`src/hw/rtl/far_pkg.sv`:
```
// package for the fraction arithmetic reduce core
// types and constants shared by the front, queue, back and top level; no dependencies
`default_nettype none
package far_pkg;

    localparam int unsigned FIELD_W = 32;
    localparam int unsigned OP_W    = 3;

    typedef enum logic [OP_W-1:0] {
        OP_ADD = 3'd0,
        OP_SUB = 3'd1,
        OP_MUL = 3'd2,
        OP_DIV = 3'd3,
        OP_EQ  = 3'd4,
        OP_NE  = 3'd5,
        OP_GE  = 3'd6,
        OP_LE  = 3'd7
    } t_op;

    typedef enum logic [1:0] {
        JOB_ONE = 2'd0,
        JOB_TWO = 2'd1,
        JOB_CMP = 2'd2
    } t_job_kind;

endpackage : far_pkg
`default_nettype wire

```
`src/hw/rtl/far_if.sv`:
```
// valid/ready channel interfaces for the fraction arithmetic reduce core
// depends on far_pkg
`default_nettype none
interface far_in_if
    import far_pkg::*;
();
    logic                       valid;
    logic                       ready;
    logic [OP_W-1:0]            operation;
    logic signed [FIELD_W-1:0]  a_num;
    logic signed [FIELD_W-1:0]  a_den;
    logic signed [FIELD_W-1:0]  b_num;
    logic signed [FIELD_W-1:0]  b_den;

    modport source (output valid, operation, a_num, a_den, b_num, b_den, input ready);
    modport sink   (input valid, operation, a_num, a_den, b_num, b_den, output ready);
endinterface : far_in_if

interface far_out_if
    import far_pkg::*;
();
    logic                       valid;
    logic                       ready;
    logic signed [FIELD_W-1:0]  res_num;
    logic signed [FIELD_W-1:0]  res_den;
    logic                       compare_true;
    logic                       status;

    modport source (output valid, res_num, res_den, compare_true, status, input ready);
    modport sink   (input valid, res_num, res_den, compare_true, status, output ready);
endinterface : far_out_if
`default_nettype wire

```
`src/hw/rtl/far_front.sv`:
```
// front end: accepts an item, forms the cross products, classifies the job
// depends on far_pkg
`default_nettype none
module far_front
    import far_pkg::*;
#(
    parameter int unsigned WIDTH = 32
) (
    input  wire logic               i_clk,
    input  wire logic               i_rst_n,
    input  wire logic               i_valid,
    output logic                    o_ready,
    input  wire logic [OP_W-1:0]    i_operation,
    input  wire logic [FIELD_W-1:0] i_a_num,
    input  wire logic [FIELD_W-1:0] i_a_den,
    input  wire logic [FIELD_W-1:0] i_b_num,
    input  wire logic [FIELD_W-1:0] i_b_den,
    output logic                    o_valid,
    input  wire logic               i_ready,
    output t_job_kind               o_kind,
    output logic [OP_W-1:0]         o_op,
    output logic [WIDTH-1:0]        o_x0,
    output logic [WIDTH-1:0]        o_y0,
    output logic [WIDTH-1:0]        o_x1,
    output logic [WIDTH-1:0]        o_y1,
    output logic                    o_cmp
);

    typedef enum logic [2:0] {S_IDLE, S_MUL0, S_MUL1, S_MUL2, S_COMB, S_OUT} t_state;

    t_state             r_state;
    logic [OP_W-1:0]    r_op;
    logic [FIELD_W-1:0] r_an, r_ad, r_bn, r_bd;
    logic [WIDTH-1:0]   r_p0, r_p1, r_p2;
    logic [WIDTH-1:0]   r_x0, r_y0, r_x1, r_y1;
    t_job_kind          r_kind;
    logic               r_cmp;

    logic [FIELD_W-1:0]          w_ma, w_mb;
    logic signed [2*FIELD_W-1:0] w_full;
    logic [WIDTH-1:0]            w_prod;
    logic [WIDTH-1:0]            w_sb_x, w_sb_y;

    function automatic logic [WIDTH-1:0] ext(input logic [FIELD_W-1:0] v);
        logic [WIDTH+FIELD_W-1:0] t;
        t = {{WIDTH{v[FIELD_W-1]}}, v};
        return t[WIDTH-1:0];
    endfunction

    function automatic logic [WIDTH-1:0] fit(input logic [2*FIELD_W-1:0] v);
        logic [WIDTH+2*FIELD_W-1:0] t;
        t = {{WIDTH{v[2*FIELD_W-1]}}, v};
        return t[WIDTH-1:0];
    endfunction

    // one shared multiplier, operands chosen per step
    always_comb begin
        unique case (r_state)
            S_MUL0:  begin w_ma = r_an; w_mb = (r_op == OP_MUL) ? r_bn : r_bd; end
            S_MUL1:  begin w_ma = r_ad; w_mb = (r_op == OP_MUL) ? r_bd : r_bn; end
            default: begin w_ma = r_ad; w_mb = r_bd; end
        endcase
    end
    // full signed product of the 32-bit fields, wrapped to the working width
    assign w_full = $signed(w_ma) * $signed(w_mb);
    assign w_prod = fit(w_full);

    assign w_sb_x = {~r_p0[WIDTH-1], r_p0[WIDTH-2:0]};
    assign w_sb_y = {~r_p1[WIDTH-1], r_p1[WIDTH-2:0]};

    assign o_ready = (r_state == S_IDLE);
    assign o_valid = (r_state == S_OUT);
    assign o_kind  = r_kind;
    assign o_op    = r_op;
    assign o_x0    = r_x0;
    assign o_y0    = r_y0;
    assign o_x1    = r_x1;
    assign o_y1    = r_y1;
    assign o_cmp   = r_cmp;

    always_ff @(posedge i_clk) begin
        if (!i_rst_n) begin
            r_state <= S_IDLE;
        end else begin
            unique case (r_state)
                S_IDLE: begin
                    if (i_valid) begin
                        r_op    <= i_operation;
                        r_an    <= i_a_num;
                        r_ad    <= i_a_den;
                        r_bn    <= i_b_num;
                        r_bd    <= i_b_den;
                        r_state <= S_MUL0;
                    end
                end
                S_MUL0: begin
                    r_p0    <= w_prod;
                    r_state <= S_MUL1;
                end
                S_MUL1: begin
                    r_p1    <= w_prod;
                    r_state <= S_MUL2;
                end
                S_MUL2: begin
                    r_p2    <= w_prod;
                    r_state <= S_COMB;
                end
                S_COMB: begin
                    r_cmp <= 1'b0;
                    r_x0  <= ext(r_an);
                    r_y0  <= ext(r_ad);
                    r_x1  <= ext(r_bn);
                    r_y1  <= ext(r_bd);
                    unique case (r_op)
                        OP_ADD: begin r_kind <= JOB_ONE; r_x0 <= r_p0 + r_p1; r_y0 <= r_p2; end
                        OP_SUB: begin r_kind <= JOB_ONE; r_x0 <= r_p0 - r_p1; r_y0 <= r_p2; end
                        OP_MUL, OP_DIV: begin
                            r_kind <= JOB_ONE;
                            r_x0   <= r_p0;
                            r_y0   <= r_p1;
                        end
                        OP_EQ, OP_NE: r_kind <= JOB_TWO;
                        OP_GE: begin r_kind <= JOB_CMP; r_cmp <= (w_sb_x >= w_sb_y); end
                        OP_LE: begin r_kind <= JOB_CMP; r_cmp <= (w_sb_x <= w_sb_y); end
                        default: r_kind <= JOB_CMP;
                    endcase
                    r_state <= S_OUT;
                end
                S_OUT: begin
                    if (i_ready) r_state <= S_IDLE;
                end
                default: r_state <= S_IDLE;
            endcase
        end
    end

endmodule : far_front
`default_nettype wire

```
`src/hw/rtl/far_queue.sv`:
```
// two-entry job queue between front and back
// depends on far_pkg
`default_nettype none
module far_queue
    import far_pkg::*;
#(
    parameter int unsigned DW = 8
) (
    input  wire logic          i_clk,
    input  wire logic          i_rst_n,
    input  wire logic          i_valid,
    output logic               o_ready,
    input  wire logic [DW-1:0] i_data,
    output logic               o_valid,
    input  wire logic          i_ready,
    output logic [DW-1:0]      o_data
);

    logic [DW-1:0] r_mem [2];
    logic          r_wp, r_rp;
    logic [1:0]    r_cnt;
    logic          w_push, w_pop;

    assign o_ready = (r_cnt != 2'd2);
    assign o_valid = (r_cnt != 2'd0);
    assign o_data  = r_mem[r_rp];
    assign w_push  = i_valid && o_ready;
    assign w_pop   = o_valid && i_ready;

    always_ff @(posedge i_clk) begin
        if (w_push) r_mem[r_wp] <= i_data;
    end

    always_ff @(posedge i_clk) begin
        if (!i_rst_n) begin
            r_wp  <= 1'b0;
            r_rp  <= 1'b0;
            r_cnt <= 2'd0;
        end else begin
            if (w_push) r_wp <= ~r_wp;
            if (w_pop)  r_rp <= ~r_rp;
            r_cnt <= r_cnt + {1'b0, w_push} - {1'b0, w_pop};
        end
    end

endmodule : far_queue
`default_nettype wire

```
`src/hw/rtl/far_divu.sv`:
```
// iterative unsigned divider, one quotient bit per cycle
// no dependencies
`default_nettype none
module far_divu #(
    parameter int unsigned WIDTH = 32
) (
    input  wire logic             i_clk,
    input  wire logic             i_rst_n,
    input  wire logic             i_start,
    input  wire logic [WIDTH-1:0] i_dividend,
    input  wire logic [WIDTH-1:0] i_divisor,
    output logic                  o_done,
    output logic [WIDTH-1:0]      o_quo,
    output logic [WIDTH-1:0]      o_rem
);

    localparam int unsigned CW = $clog2(WIDTH + 1);

    logic [WIDTH-1:0] r_q, r_r, r_d;
    logic [CW-1:0]    r_cnt;
    logic             r_busy, r_done;
    logic [WIDTH:0]   w_sh, w_diff;

    assign w_sh   = {r_r, r_q[WIDTH-1]};
    assign w_diff = w_sh - {1'b0, r_d};
    assign o_done = r_done;
    assign o_quo  = r_q;
    assign o_rem  = r_r;

    always_ff @(posedge i_clk) begin
        if (!i_rst_n) begin
            r_busy <= 1'b0;
            r_done <= 1'b0;
        end else begin
            r_done <= 1'b0;
            if (i_start) begin
                r_q    <= i_dividend;
                r_r    <= '0;
                r_d    <= i_divisor;
                r_cnt  <= CW'(WIDTH);
                r_busy <= 1'b1;
            end else if (r_busy) begin
                if (!w_diff[WIDTH]) begin
                    r_r <= w_diff[WIDTH-1:0];
                    r_q <= {r_q[WIDTH-2:0], 1'b1};
                end else begin
                    r_r <= w_sh[WIDTH-1:0];
                    r_q <= {r_q[WIDTH-2:0], 1'b0};
                end
                r_cnt <= r_cnt - 1'b1;
                if (r_cnt == CW'(1)) begin
                    r_busy <= 1'b0;
                    r_done <= 1'b1;
                end
            end
        end
    end

endmodule : far_divu
`default_nettype wire

```
`src/hw/rtl/far_back.sv`:
```
// back end: gcd reduction through a shared iterative divider, compare and result register
// depends on far_pkg and far_divu
`default_nettype none
module far_back
    import far_pkg::*;
#(
    parameter int unsigned WIDTH = 32
) (
    input  wire logic               i_clk,
    input  wire logic               i_rst_n,
    input  wire logic               i_valid,
    output logic                    o_ready,
    input  wire t_job_kind          i_kind,
    input  wire logic [OP_W-1:0]    i_op,
    input  wire logic [WIDTH-1:0]   i_x0,
    input  wire logic [WIDTH-1:0]   i_y0,
    input  wire logic [WIDTH-1:0]   i_x1,
    input  wire logic [WIDTH-1:0]   i_y1,
    input  wire logic               i_cmp,
    output logic                    o_valid,
    input  wire logic               i_ready,
    output logic [FIELD_W-1:0]      o_res_num,
    output logic [FIELD_W-1:0]      o_res_den,
    output logic                    o_compare_true,
    output logic                    o_status
);

    typedef enum logic [3:0] {
        S_IDLE, S_LOAD, S_GTEST, S_GWAIT, S_GDONE, S_QX, S_QXW, S_QY, S_QYW, S_NEXT, S_FIN, S_OUT
    } t_state;

    t_state           r_state;
    t_job_kind        r_kind;
    logic [OP_W-1:0]  r_op;
    logic [WIDTH-1:0] r_x1, r_y1;
    logic             r_cmp;
    logic             r_pass;
    logic [WIDTH-1:0] r_x, r_y, r_p, r_q, r_g, r_rx, r_ry;
    logic [WIDTH-1:0] r_rx0, r_ry0;
    logic             r_bad;
    logic [FIELD_W-1:0] r_onum, r_oden;
    logic             r_ocmp, r_ost;

    logic             r_start;
    logic [WIDTH-1:0] r_dvd, r_dvs;
    logic             r_negres;
    logic             w_done;
    logic [WIDTH-1:0] w_quo, w_rem, w_sres, w_gabs;

    function automatic logic [WIDTH-1:0] mag(input logic [WIDTH-1:0] v);
        return v[WIDTH-1] ? (~v + 1'b1) : v;
    endfunction

    function automatic logic [FIELD_W-1:0] to_field(input logic [WIDTH-1:0] v);
        logic [WIDTH+FIELD_W-1:0] t;
        t = {{FIELD_W{v[WIDTH-1]}}, v};
        return t[FIELD_W-1:0];
    endfunction

    far_divu #(.WIDTH(WIDTH)) u_div (
        .i_clk      (i_clk),
        .i_rst_n    (i_rst_n),
        .i_start    (r_start),
        .i_dividend (r_dvd),
        .i_divisor  (r_dvs),
        .o_done     (w_done),
        .o_quo      (w_quo),
        .o_rem      (w_rem)
    );

    // sign applied after magnitude division
    assign w_sres = r_negres ? (~(r_state == S_GWAIT ? w_rem : w_quo) + 1'b1)
                             : (r_state == S_GWAIT ? w_rem : w_quo);
    assign w_gabs = r_p[WIDTH-1] ? (~r_p + 1'b1) : r_p;

    assign o_ready        = (r_state == S_IDLE);
    assign o_valid        = (r_state == S_OUT);
    assign o_res_num      = r_onum;
    assign o_res_den      = r_oden;
    assign o_compare_true = r_ocmp;
    assign o_status       = r_ost;

    always_ff @(posedge i_clk) begin
        if (!i_rst_n) begin
            r_state <= S_IDLE;
            r_start <= 1'b0;
        end else begin
            r_start <= 1'b0;
            unique case (r_state)
                S_IDLE: begin
                    if (i_valid) begin
                        r_kind  <= i_kind;
                        r_op    <= i_op;
                        r_x     <= i_x0;
                        r_y     <= i_y0;
                        r_x1    <= i_x1;
                        r_y1    <= i_y1;
                        r_cmp   <= i_cmp;
                        r_pass  <= 1'b0;
                        r_bad   <= 1'b0;
                        r_state <= (i_kind == JOB_CMP) ? S_FIN : S_LOAD;
                    end
                end
                S_LOAD: begin
                    r_p     <= r_x;
                    r_q     <= r_y;
                    r_state <= S_GTEST;
                end
                S_GTEST: begin
                    if (r_q == '0) begin
                        r_state <= S_GDONE;
                    end else begin
                        r_dvd    <= mag(r_p);
                        r_dvs    <= mag(r_q);
                        r_negres <= r_p[WIDTH-1];
                        r_start  <= 1'b1;
                        r_state  <= S_GWAIT;
                    end
                end
                S_GWAIT: begin
                    if (w_done) begin
                        r_p     <= r_q;
                        r_q     <= w_sres;
                        r_state <= S_GTEST;
                    end
                end
                S_GDONE: begin
                    r_g <= w_gabs;
                    if (w_gabs == '0) begin
                        r_bad   <= 1'b1;
                        r_rx    <= '0;
                        r_ry    <= '0;
                        r_state <= S_NEXT;
                    end else begin
                        r_state <= S_QX;
                    end
                end
                S_QX: begin
                    r_dvd    <= mag(r_x);
                    r_dvs    <= mag(r_g);
                    r_negres <= r_x[WIDTH-1] ^ r_g[WIDTH-1];
                    r_start  <= 1'b1;
                    r_state  <= S_QXW;
                end
                S_QXW: begin
                    if (w_done) begin
                        r_rx    <= w_sres;
                        r_state <= S_QY;
                    end
                end
                S_QY: begin
                    r_dvd    <= mag(r_y);
                    r_dvs    <= mag(r_g);
                    r_negres <= r_y[WIDTH-1] ^ r_g[WIDTH-1];
                    r_start  <= 1'b1;
                    r_state  <= S_QYW;
                end
                S_QYW: begin
                    if (w_done) begin
                        r_ry    <= w_sres;
                        r_state <= S_NEXT;
                    end
                end
                S_NEXT: begin
                    if (r_kind == JOB_TWO && !r_pass) begin
                        r_pass  <= 1'b1;
                        r_rx0   <= r_rx;
                        r_ry0   <= r_ry;
                        r_x     <= r_x1;
                        r_y     <= r_y1;
                        r_state <= S_LOAD;
                    end else begin
                        r_state <= S_FIN;
                    end
                end
                S_FIN: begin
                    r_onum <= '0;
                    r_oden <= '0;
                    r_ocmp <= 1'b0;
                    r_ost  <= r_bad;
                    unique case (r_kind)
                        JOB_ONE: begin
                            r_onum <= to_field(r_rx);
                            r_oden <= to_field(r_ry);
                        end
                        JOB_TWO: begin
                            if (!r_bad) begin
                                r_ocmp <= ((r_rx0 == r_rx) && (r_ry0 == r_ry))
                                          ^ (r_op == OP_NE);
                            end
                        end
                        default: r_ocmp <= r_cmp;
                    endcase
                    r_state <= S_OUT;
                end
                S_OUT: begin
                    if (i_ready) r_state <= S_IDLE;
                end
                default: r_state <= S_IDLE;
            endcase
        end
    end

endmodule : far_back
`default_nettype wire

```
`src/hw/rtl/fraction_arith_reduce_core.sv`:
```
// top level of the fraction arithmetic reduce core
// depends on far_pkg, far_if, far_front, far_queue, far_back, far_divu
`default_nettype none
// One item in, one result out. The front end steps through S_MUL0, S_MUL1, S_MUL2 and S_COMB
// before presenting its job, forming the cross products on one shared 32 by 32 multiplier; the
// back end reduces by Euclid's GCD on one shared bit-serial divider. Eq and ne run two reductions
// and ge and le skip the divider. A two-entry queue lets the front accept while the back is busy.
module fraction_arith_reduce_core
    import far_pkg::*;
#(
    parameter int unsigned WIDTH = 32
) (
    input  wire logic i_clk,
    input  wire logic i_rst_n,
    far_in_if.sink    i_in,
    far_out_if.source o_out
);

    localparam int unsigned QW = 2 + OP_W + 4 * WIDTH + 1;

    logic             f_valid, f_ready, f_cmp;
    t_job_kind        f_kind;
    logic [OP_W-1:0]  f_op;
    logic [WIDTH-1:0] f_x0, f_y0, f_x1, f_y1;
    logic [QW-1:0]    q_in, q_out;
    logic             q_valid, q_ready;

    far_front #(.WIDTH(WIDTH)) u_front (
        .i_clk       (i_clk),
        .i_rst_n     (i_rst_n),
        .i_valid     (i_in.valid),
        .o_ready     (i_in.ready),
        .i_operation (i_in.operation),
        .i_a_num     (i_in.a_num),
        .i_a_den     (i_in.a_den),
        .i_b_num     (i_in.b_num),
        .i_b_den     (i_in.b_den),
        .o_valid     (f_valid),
        .i_ready     (f_ready),
        .o_kind      (f_kind),
        .o_op        (f_op),
        .o_x0        (f_x0),
        .o_y0        (f_y0),
        .o_x1        (f_x1),
        .o_y1        (f_y1),
        .o_cmp       (f_cmp)
    );

    assign q_in = {f_kind, f_op, f_x0, f_y0, f_x1, f_y1, f_cmp};

    far_queue #(.DW(QW)) u_queue (
        .i_clk   (i_clk),
        .i_rst_n (i_rst_n),
        .i_valid (f_valid),
        .o_ready (f_ready),
        .i_data  (q_in),
        .o_valid (q_valid),
        .i_ready (q_ready),
        .o_data  (q_out)
    );

    far_back #(.WIDTH(WIDTH)) u_back (
        .i_clk          (i_clk),
        .i_rst_n        (i_rst_n),
        .i_valid        (q_valid),
        .o_ready        (q_ready),
        .i_kind         (t_job_kind'(q_out[QW-1 -: 2])),
        .i_op           (q_out[QW-3 -: OP_W]),
        .i_x0           (q_out[4*WIDTH -: WIDTH]),
        .i_y0           (q_out[3*WIDTH -: WIDTH]),
        .i_x1           (q_out[2*WIDTH -: WIDTH]),
        .i_y1           (q_out[WIDTH -: WIDTH]),
        .i_cmp          (q_out[0]),
        .o_valid        (o_out.valid),
        .i_ready        (o_out.ready),
        .o_res_num      (o_out.res_num),
        .o_res_den      (o_out.res_den),
        .o_compare_true (o_out.compare_true),
        .o_status       (o_out.status)
    );

endmodule : fraction_arith_reduce_core
`default_nettype wire
```
`src/flat_wrapper.sv`:
```
// flat-port wrapper written by rule: the top's interface ports become plain ports
module fraction_arith_reduce_core_flat import far_pkg::*;
#(
    parameter int unsigned WIDTH = 32
)
  (i_clk, i_rst_n, i_in_valid, i_in_operation, i_in_a_num, i_in_a_den, i_in_b_num, i_in_b_den, i_in_ready, o_out_valid, o_out_res_num, o_out_res_den, o_out_compare_true, o_out_status, o_out_ready);
  far_in_if i_in_i ();
  far_out_if o_out_i ();
  input  wire logic i_clk;
  input  wire logic i_rst_n;
  input wire logic [$bits(i_in_i.valid)-1:0] i_in_valid;
  input wire logic [$bits(i_in_i.operation)-1:0] i_in_operation;
  input wire logic [$bits(i_in_i.a_num)-1:0] i_in_a_num;
  input wire logic [$bits(i_in_i.a_den)-1:0] i_in_a_den;
  input wire logic [$bits(i_in_i.b_num)-1:0] i_in_b_num;
  input wire logic [$bits(i_in_i.b_den)-1:0] i_in_b_den;
  output wire logic [$bits(i_in_i.ready)-1:0] i_in_ready;
  output wire logic [$bits(o_out_i.valid)-1:0] o_out_valid;
  output wire logic [$bits(o_out_i.res_num)-1:0] o_out_res_num;
  output wire logic [$bits(o_out_i.res_den)-1:0] o_out_res_den;
  output wire logic [$bits(o_out_i.compare_true)-1:0] o_out_compare_true;
  output wire logic [$bits(o_out_i.status)-1:0] o_out_status;
  input wire logic [$bits(o_out_i.ready)-1:0] o_out_ready;
  assign i_in_i.valid = i_in_valid;
  assign i_in_i.operation = i_in_operation;
  assign i_in_i.a_num = i_in_a_num;
  assign i_in_i.a_den = i_in_a_den;
  assign i_in_i.b_num = i_in_b_num;
  assign i_in_i.b_den = i_in_b_den;
  assign i_in_ready = i_in_i.ready;
  assign o_out_valid = o_out_i.valid;
  assign o_out_res_num = o_out_i.res_num;
  assign o_out_res_den = o_out_i.res_den;
  assign o_out_compare_true = o_out_i.compare_true;
  assign o_out_status = o_out_i.status;
  assign o_out_i.ready = o_out_ready;
  fraction_arith_reduce_core #(.WIDTH(WIDTH)) u_core (.i_clk(i_clk), .i_rst_n(i_rst_n), .i_in(i_in_i), .o_out(o_out_i));
endmodule
```
`config.mk`:
```
export PLATFORM = sky130hd
export DESIGN_NAME = fraction_arith_reduce_core_flat
export DESIGN_NICKNAME = d
export VERILOG_FILES = /design/src/hw/rtl/far_pkg.sv /design/src/hw/rtl/far_if.sv /design/src/hw/rtl/far_front.sv /design/src/hw/rtl/far_queue.sv /design/src/hw/rtl/far_divu.sv /design/src/hw/rtl/far_back.sv /design/src/hw/rtl/fraction_arith_reduce_core.sv /design/src/flat_wrapper.sv
export SDC_FILE = /design/constraint.sdc
export NUM_CORES = 2
export LEC_CHECK = 0
export ABC_AREA = 0
export BUFFER_PORTS_ARGS = -buffer_cell sky130_fd_sc_hd__buf_2
export CORE_ASPECT_RATIO = 0.7
export CORE_MARGIN = 2
export CORE_UTILIZATION = 63
export CTS_CLUSTER_DIAMETER = 100
export DETAILED_ROUTE_END_ITERATION = 8
export PLACE_DENSITY = 0.8
export SLEW_MARGIN = 5
export SYNTH_ARGS = -nofsm -noshare
export SYNTH_HDL_FRONTEND = slang
export SYNTH_SLANG_ARGS = --single-unit
```
`constraint.sdc`:
```
create_clock -name i_clk -period 18.3 [get_ports i_clk]
set_input_delay 1.83 -clock i_clk [delete_from_list [all_inputs] [get_ports i_clk]]
set_output_delay 1.83 -clock i_clk [all_outputs]
set_load 0.05 [all_outputs]
```
# ---- Yosys cells after proc, flatten, opt, wreduce, memory -nomap -nowiden
# Memory sizes are Yosys's and may differ from the RTL's. A register that Yosys moved wholly into a read port is not among the register bits.
# Cells that the tools add are included.
# Widths: inputs -> output; s select.
dict set report totals {
  regBits 965
  ram_bits 268
  inputBits 135
  word_cells 237
  mem_count 1
}
dict set report classes {
  add_sub_neg 12
  n_mul 1
  n_lt_le_gt_ge 2
  eq_ne 40
  muxes 70
  n_bitwise 15
  n_reduce_logical 47
}
# name words width read_ports rd_clocked_by_memory_dff wr line
set memory_table {}
lappend memory_table {u_core.u_queue.r_mem 2 134 1 1 1 far_queue.sv:19} ;# logic [DW-1:0] r_mem [2];
# operator count
set op_table {}
lappend op_table {{$mux 32} 23}
lappend op_table {{$pmux 32 s2} 9}
lappend op_table {{$add 32x1->32 const B} 6}
lappend op_table {{$not 32->32} 6}
lappend op_table {{$pmux 32 s3} 2}
lappend op_table {{$eq 32x32->1} 2}
lappend op_table {{$logic_not 32->1} 2}
lappend op_table {{$pmux 4 s12} 1}
lappend op_table {{$sub 33x32->33} 1}
lappend op_table {{$add 32x32->32} 1}
lappend op_table {{$ge 32x32->1} 1}
lappend op_table {{$le 32x32->1} 1}
lappend op_table {{$mul 32x32->32} 1}
lappend op_table {{$mux 4} 8}
lappend op_table {{$sub 32x32->32} 1}
lappend op_table {{$eq 3x3->1 const B} 7}
lappend op_table {{$pmux 3 s6} 1}
lappend op_table {{$reduce_and 2->1} 9}
lappend op_table {{$reduce_and 3->1} 6}
lappend op_table {{$eq 4x3->1 const B} 4}
lappend op_table {{$eq 4x4->1 const B} 4}
lappend op_table {{$reduce_and 4->1} 4}
lappend op_table {{$reduce_bool 2->1} 8}
lappend op_table {{$mux 1} 15}
lappend op_table {{other kinds (29)} 64}

# ---- Depth between registers and ports, before layout
dict set report logic_depth {
  word_depth 7
  ltp_mapped 35
  ltp_nobuf 31
}

# ---- Hierarchy
# Synthesis repeated with hierarchy kept, for this count alone.
dict set report unflattened {
  hier_cells 5843
  hier_area_um2 71867.7
}
# module instances cells_each area_per_inst_um2 seq_area_each_um2
set modules_own_cells {}
lappend modules_own_cells {far_front 1 2878 31591.5 10810.4}
lappend modules_own_cells {far_back 1 1956 24044.3 14844.2}
lappend modules_own_cells {far_queue 1 447 10171.0 8147.8}
lappend modules_own_cells {far_divu 1 562 6060.8 3103.0}

# ---- Worst setup path after synthesis
# No wires, ideal clock.
dict set report synth_path {
  path_type {input to register}
  startpoint {input port i_rst_n}
  endpoint {register u_core.u_front.r_op[0] (netlist: u_core.u_front.o_op[0]), enable pin}
  setup_ns 0.988
  arrival_ns 15.554
  required_time_ns 17.312
  slack_ns 1.758
  path_stages 3
  path_buffers 1
  cell_sequence {clkbuf_1 nand2b_1 nor4b_1}
}
dict set report synth_via {
  elab_chain_cells 1
}
# element line
set synth_rtl {}
lappend synth_rtl {{from (decl)} flat_wrapper.sv:10} ;# input wire logic i_rst_n;
lappend synth_rtl {{$reduce_and 3->1 (no source line)} -}
lappend synth_rtl {{to (signal assigned)} far_front.sv:88} ;# r_op <= i_operation;
lappend synth_rtl {{to (decl)} far_front.sv:32} ;# logic [OP_W-1:0] r_op;
# No other way between the ends.
# A chain may end at the register's enable or synchronous reset.

# ---- Final worst setup path
dict set report layout_path {
  startpoint {register u_core.u_front.r_op[1] (netlist: u_core.u_front.o_op[1])}
  endpoint {register u_core.u_front.r_p0[31] (data pin)}
}
dict set report layout_via {
  elab_chain_cells 4
  elab_cells_between_ends 5
  classes_between {mul (1); eq/ne (1); mux (3)}
}
# element line
set layout_rtl {}
lappend layout_rtl {{$eq 3x2->1 (*)} {far_front.sv:59, far_front.sv:60}}
lappend layout_rtl {{$mux 32, on equally long branches} {far_front.sv:60, far_front.sv:59}}
lappend layout_rtl {{$pmux 32 s2 (*)} far_front.sv:58} ;# unique case (r_state)
lappend layout_rtl {{$mul 32x32->32 (*)} far_front.sv:65} ;# assign w_full = $signed(w_ma) * $signed(w_mb);
lappend layout_rtl {{via u_core.u_front.w_full[31]} far_front.sv:40} ;# logic signed [2*FIELD_W-1:0] w_full;
lappend layout_rtl {{to (signal assigned)} far_front.sv:97} ;# r_p0 <= w_prod;
lappend layout_rtl {{to (decl)} far_front.sv:34} ;# logic [WIDTH-1:0] r_p0, r_p1, r_p2;
# Mark *: on every way through the listed nets, which the timed path passes. The rest lies on a longest branch.

==> out/metrics.csv <==
stage,metric,value,unit
worst_setup_path,CP Data Arrival Time,11010,ps
clock_tree,Longest Clk Path Bufs,3,
cells_and_area,Area Overhead vs Synth,9.61,%
clock_tree,post-CTS setup buffer count,0,
clock_tree,CTS H-tree depth,3,
cells_and_area,Layout Nets,6730,
clock_tree,CTS sink cnt,1234,
route,vias per cell,6.31,
worst_setup_path,Crit-path slowest cell,mux2i_1,
global_route,vias in the first global route,45000,
synth,largest family of logic cells by synthesized area,adder cells,
route,Routed Antenna Nets,0,
place,Inst Count DP,7272,
synth,Synth warnings,0,
route,initial drt markers,6770,
floorplanning,Rows,102,
timing,count of pins over their slew limit,0,
timing,RSZ-0062 raised after global routing,no,
cells_and_area,most frequent cells in the layout,"edfxtp_1 (1,219), nor2_1 (610), inv_1 (518)",
worst_setup_path,worst-path fanout max,47,
synth,Avg Inst Size Synth,12.3,µm²
clock_tree,CTS tree,yes,
route,DRC Markers,0,
route,DRT Pass-1 Iters,8,
clock_tree,CTS-repair resized insts,0,
synth,compound-cell area share of the yosys netlist,0.0657,
timing,final hold viol count,0,
min_path,worst hold path type,flip-flop to flip-flop,
route,vias after detailed routing,47200,
timing,Min Hold Slack,412,ps
worst_setup_path,Critical Path RT,18840,ps
timing,Tcrit/Tclk final,0.572,
cells_and_area,register area,36900,µm²
floorplanning,Die Footprint,115000,µm²
worst_setup_path,Worst Setup End Kind,flip-flop,
synth,Adder-Cell Fraction of Synth Area,0.162,
cells_and_area,Final Non-Filler Cells,7480,
worst_setup_path,Setup Crit Path Kind,flip-flop to flip-flop,
synth,"Distinct cells, synth",88,
timing,slew at the pin closest to its max-slew limit,1320,ps
cells_and_area,area of the multi-input gates,31000,µm²
place,Area after DPL,73400,µm²
place,Post-DP HPWL,151000,µm
cells_and_area,"most common cell after layout, fill and taps aside",edfxtp_1,
synth,post-synthesis mux area share,0.0546,
outcome,outcome,"complete, no violations",
timing,Setup Viol. Count Final,0,
global_route,grt total ovfl,0,
global_route,global-route wire length before repair,297000,µm
floorplanning,core area,111000,µm²
place,port bufs,202,
floorplanning,I/O pin count,203,
synth,xor and xnor area share after synthesis,0.0535,
clock_tree,cts bufs inserted,112,
cells_and_area,fillers,7727,
clock_tree,clock transition at the registers of the reported paths,70,ps
timing,Final Critical Period,10470,ps
floorplanning,Chip Width,404,µm
cells_and_area,design area,77200,µm²
timing,fmax,95.5,MHz
timing,setup TNS,0,ps
worst_setup_path,Worst Setup Start Kind,flip-flop,
global_route,largest net degree at the start of global routing,74,
synth,Synth Register Bits,1234,
cells_and_area,"Most flops, register",u_core.u_queue.r_mem,
synth,post-synthesis cell count,5742,
worst_setup_path,Critical Path Max Stage Delay,880,ps
synth,Async SR Flop Fraction,0,
route,Routed WL per cell,26.9,µm
flow_run,total of max-cap violations,0,
synth,number of synthesized flops with an enable pin,1219,
global_route,GRT Total Usage,0.354,
floorplanning,initial core utilization,0.636,
synth,cell area after synthesis,70400,µm²
timing,Setup Skew,43.4,ps
clock_tree,root buffer cell,clkbuf_16,
clock_tree,clk_lat worst skew,760,ps
place,RD Place Congestion,1.03,
cells_and_area,Largest register FFs,268,
cells_and_area,share of layout cells above drive strength 1,0.119,
synth,Syn Nets,6542,
clock_tree,CTS Hold Bufs,0,
synth,post-synthesis simple-gate area fraction,0.100,
synth,sequential share of the synthesized area,0.524,
route,WL final,202000,µm
synth,most frequently used flop master after synthesis,edfxtp_1,
timing,relative slew slack,0.116,
global_route,initial antenna violation count,11,
worst_setup_path,CP most frequent cell,fa_1,
floorplanning,Die Span Y,284,µm
## kinds of logic (layout without fill, tap and decap cells)
kind of cell	after synthesis	after routing
XOR/XNOR	429	429
adder cells (fa/ha/maj)	665	665
AND/OR/NAND/NOR	1567	1567
flip-flops	1234	1234
AO/OA/AOI/OAI	737	737
buffers and inverters	745	1022
other	0	5
multiplexers	365	365
## final timing paths
path | end | depth (start not counted) | slack [ps] | startpoint
max | u_core.u_front.r_p0[31] | 30 | 7830 | u_core.u_front.o_op[1]
min | u_core.u_back.u_div.r_d[23] | 0 | 410 | u_core.u_back.r_dvs[23]
max reg2reg | u_core.u_front.r_p0[31] | 30 | 7830 | u_core.u_front.o_op[1]
min reg2reg | u_core.u_back.u_div.r_d[23] | 0 | 410 | u_core.u_back.r_dvs[23]
## synth_stat cells (17+ instances only)
cell type | number | area, µm²
a21oi_1 | 126 | 631
a21o_1 | 61 | 458
nor2b_1 | 27 | 169
o211ai_1 | 17 | 128
ha_1 | 255 | 3190
xor2_1 | 169 | 1480
mux2_2 | 143 | 1610
edfxtp_1 | 1219 | 36600
mux2i_1 | 219 | 2190
fa_1 | 410 | 8210
a31oi_1 | 19 | 119
o21a_1 | 41 | 308
nor3_1 | 59 | 295
and2_1 | 74 | 463
o31ai_1 | 46 | 345
nor4_1 | 39 | 244
or2_2 | 31 | 194
nand3_1 | 32 | 160
nand2_1 | 494 | 1850
nand4_1 | 24 | 150
o21ai_0 | 254 | 1270
a22oi_1 | 22 | 165
o41ai_1 | 21 | 184
o21ai_1 | 36 | 180
or4_1 | 26 | 195
inv_1 | 518 | 1940
clkbuf_1 | 188 | 706
nor2_1 | 621 | 2330
buf_1 | 22 | 82.6
or3_1 | 27 | 169
xnor2_1 | 259 | 2270
nand2b_1 | 57 | 357
## through the flow
stage | worst slack, ps | utilization
3_3_place_gp | 8360 | 0.663
6_report | 7830 | 0.697
5_1_grt | 7380 | 0.697
4_1_cts | 8080 | 0.697
3_5_place_dp | 8140 | 0.663
2_1_floorplan | 1760 | -
## worst max-delay path, delay by kind of cell (launching register included)
kind,cells,cell delay [ps]
adders and majority gates,9,3870
AOI/OAI and AO/OA,6,2030
buffers and inverters,6,1360
muxes,2,1140
and+or+nand+nor,6,1130
DFF,1,320
xor gates and xnor gates,1,280
## layout make-up
class,instances,area share
antenna,5,0.000162
clock buffer,136,0.0384
clock inverter,67,0.0101
inverter,521,0.0253
multi-input combinational,3763,0.402
sequential,1234,0.478
tap,1456,0.0236
timing repair buffer,298,0.0224
## per-layer routing
| metal | up-vias | global-route usage | part of all wire |
|---|---|---|---|
| met5 | - | 0 | 0 |
| met4 | 0 | 0.0838 | 0.025 |
| met3 | 323 | 0.122 | 0.16 |
| met2 | 3093 | 0.459 | 0.39 |
| met1 | 23500 | 0.568 | 0.43 |
| li1 | 20300 | - | - |
Power is not shown: default switching activity piles up to over one toggle a cycle in this logic, so the estimate is an artifact.
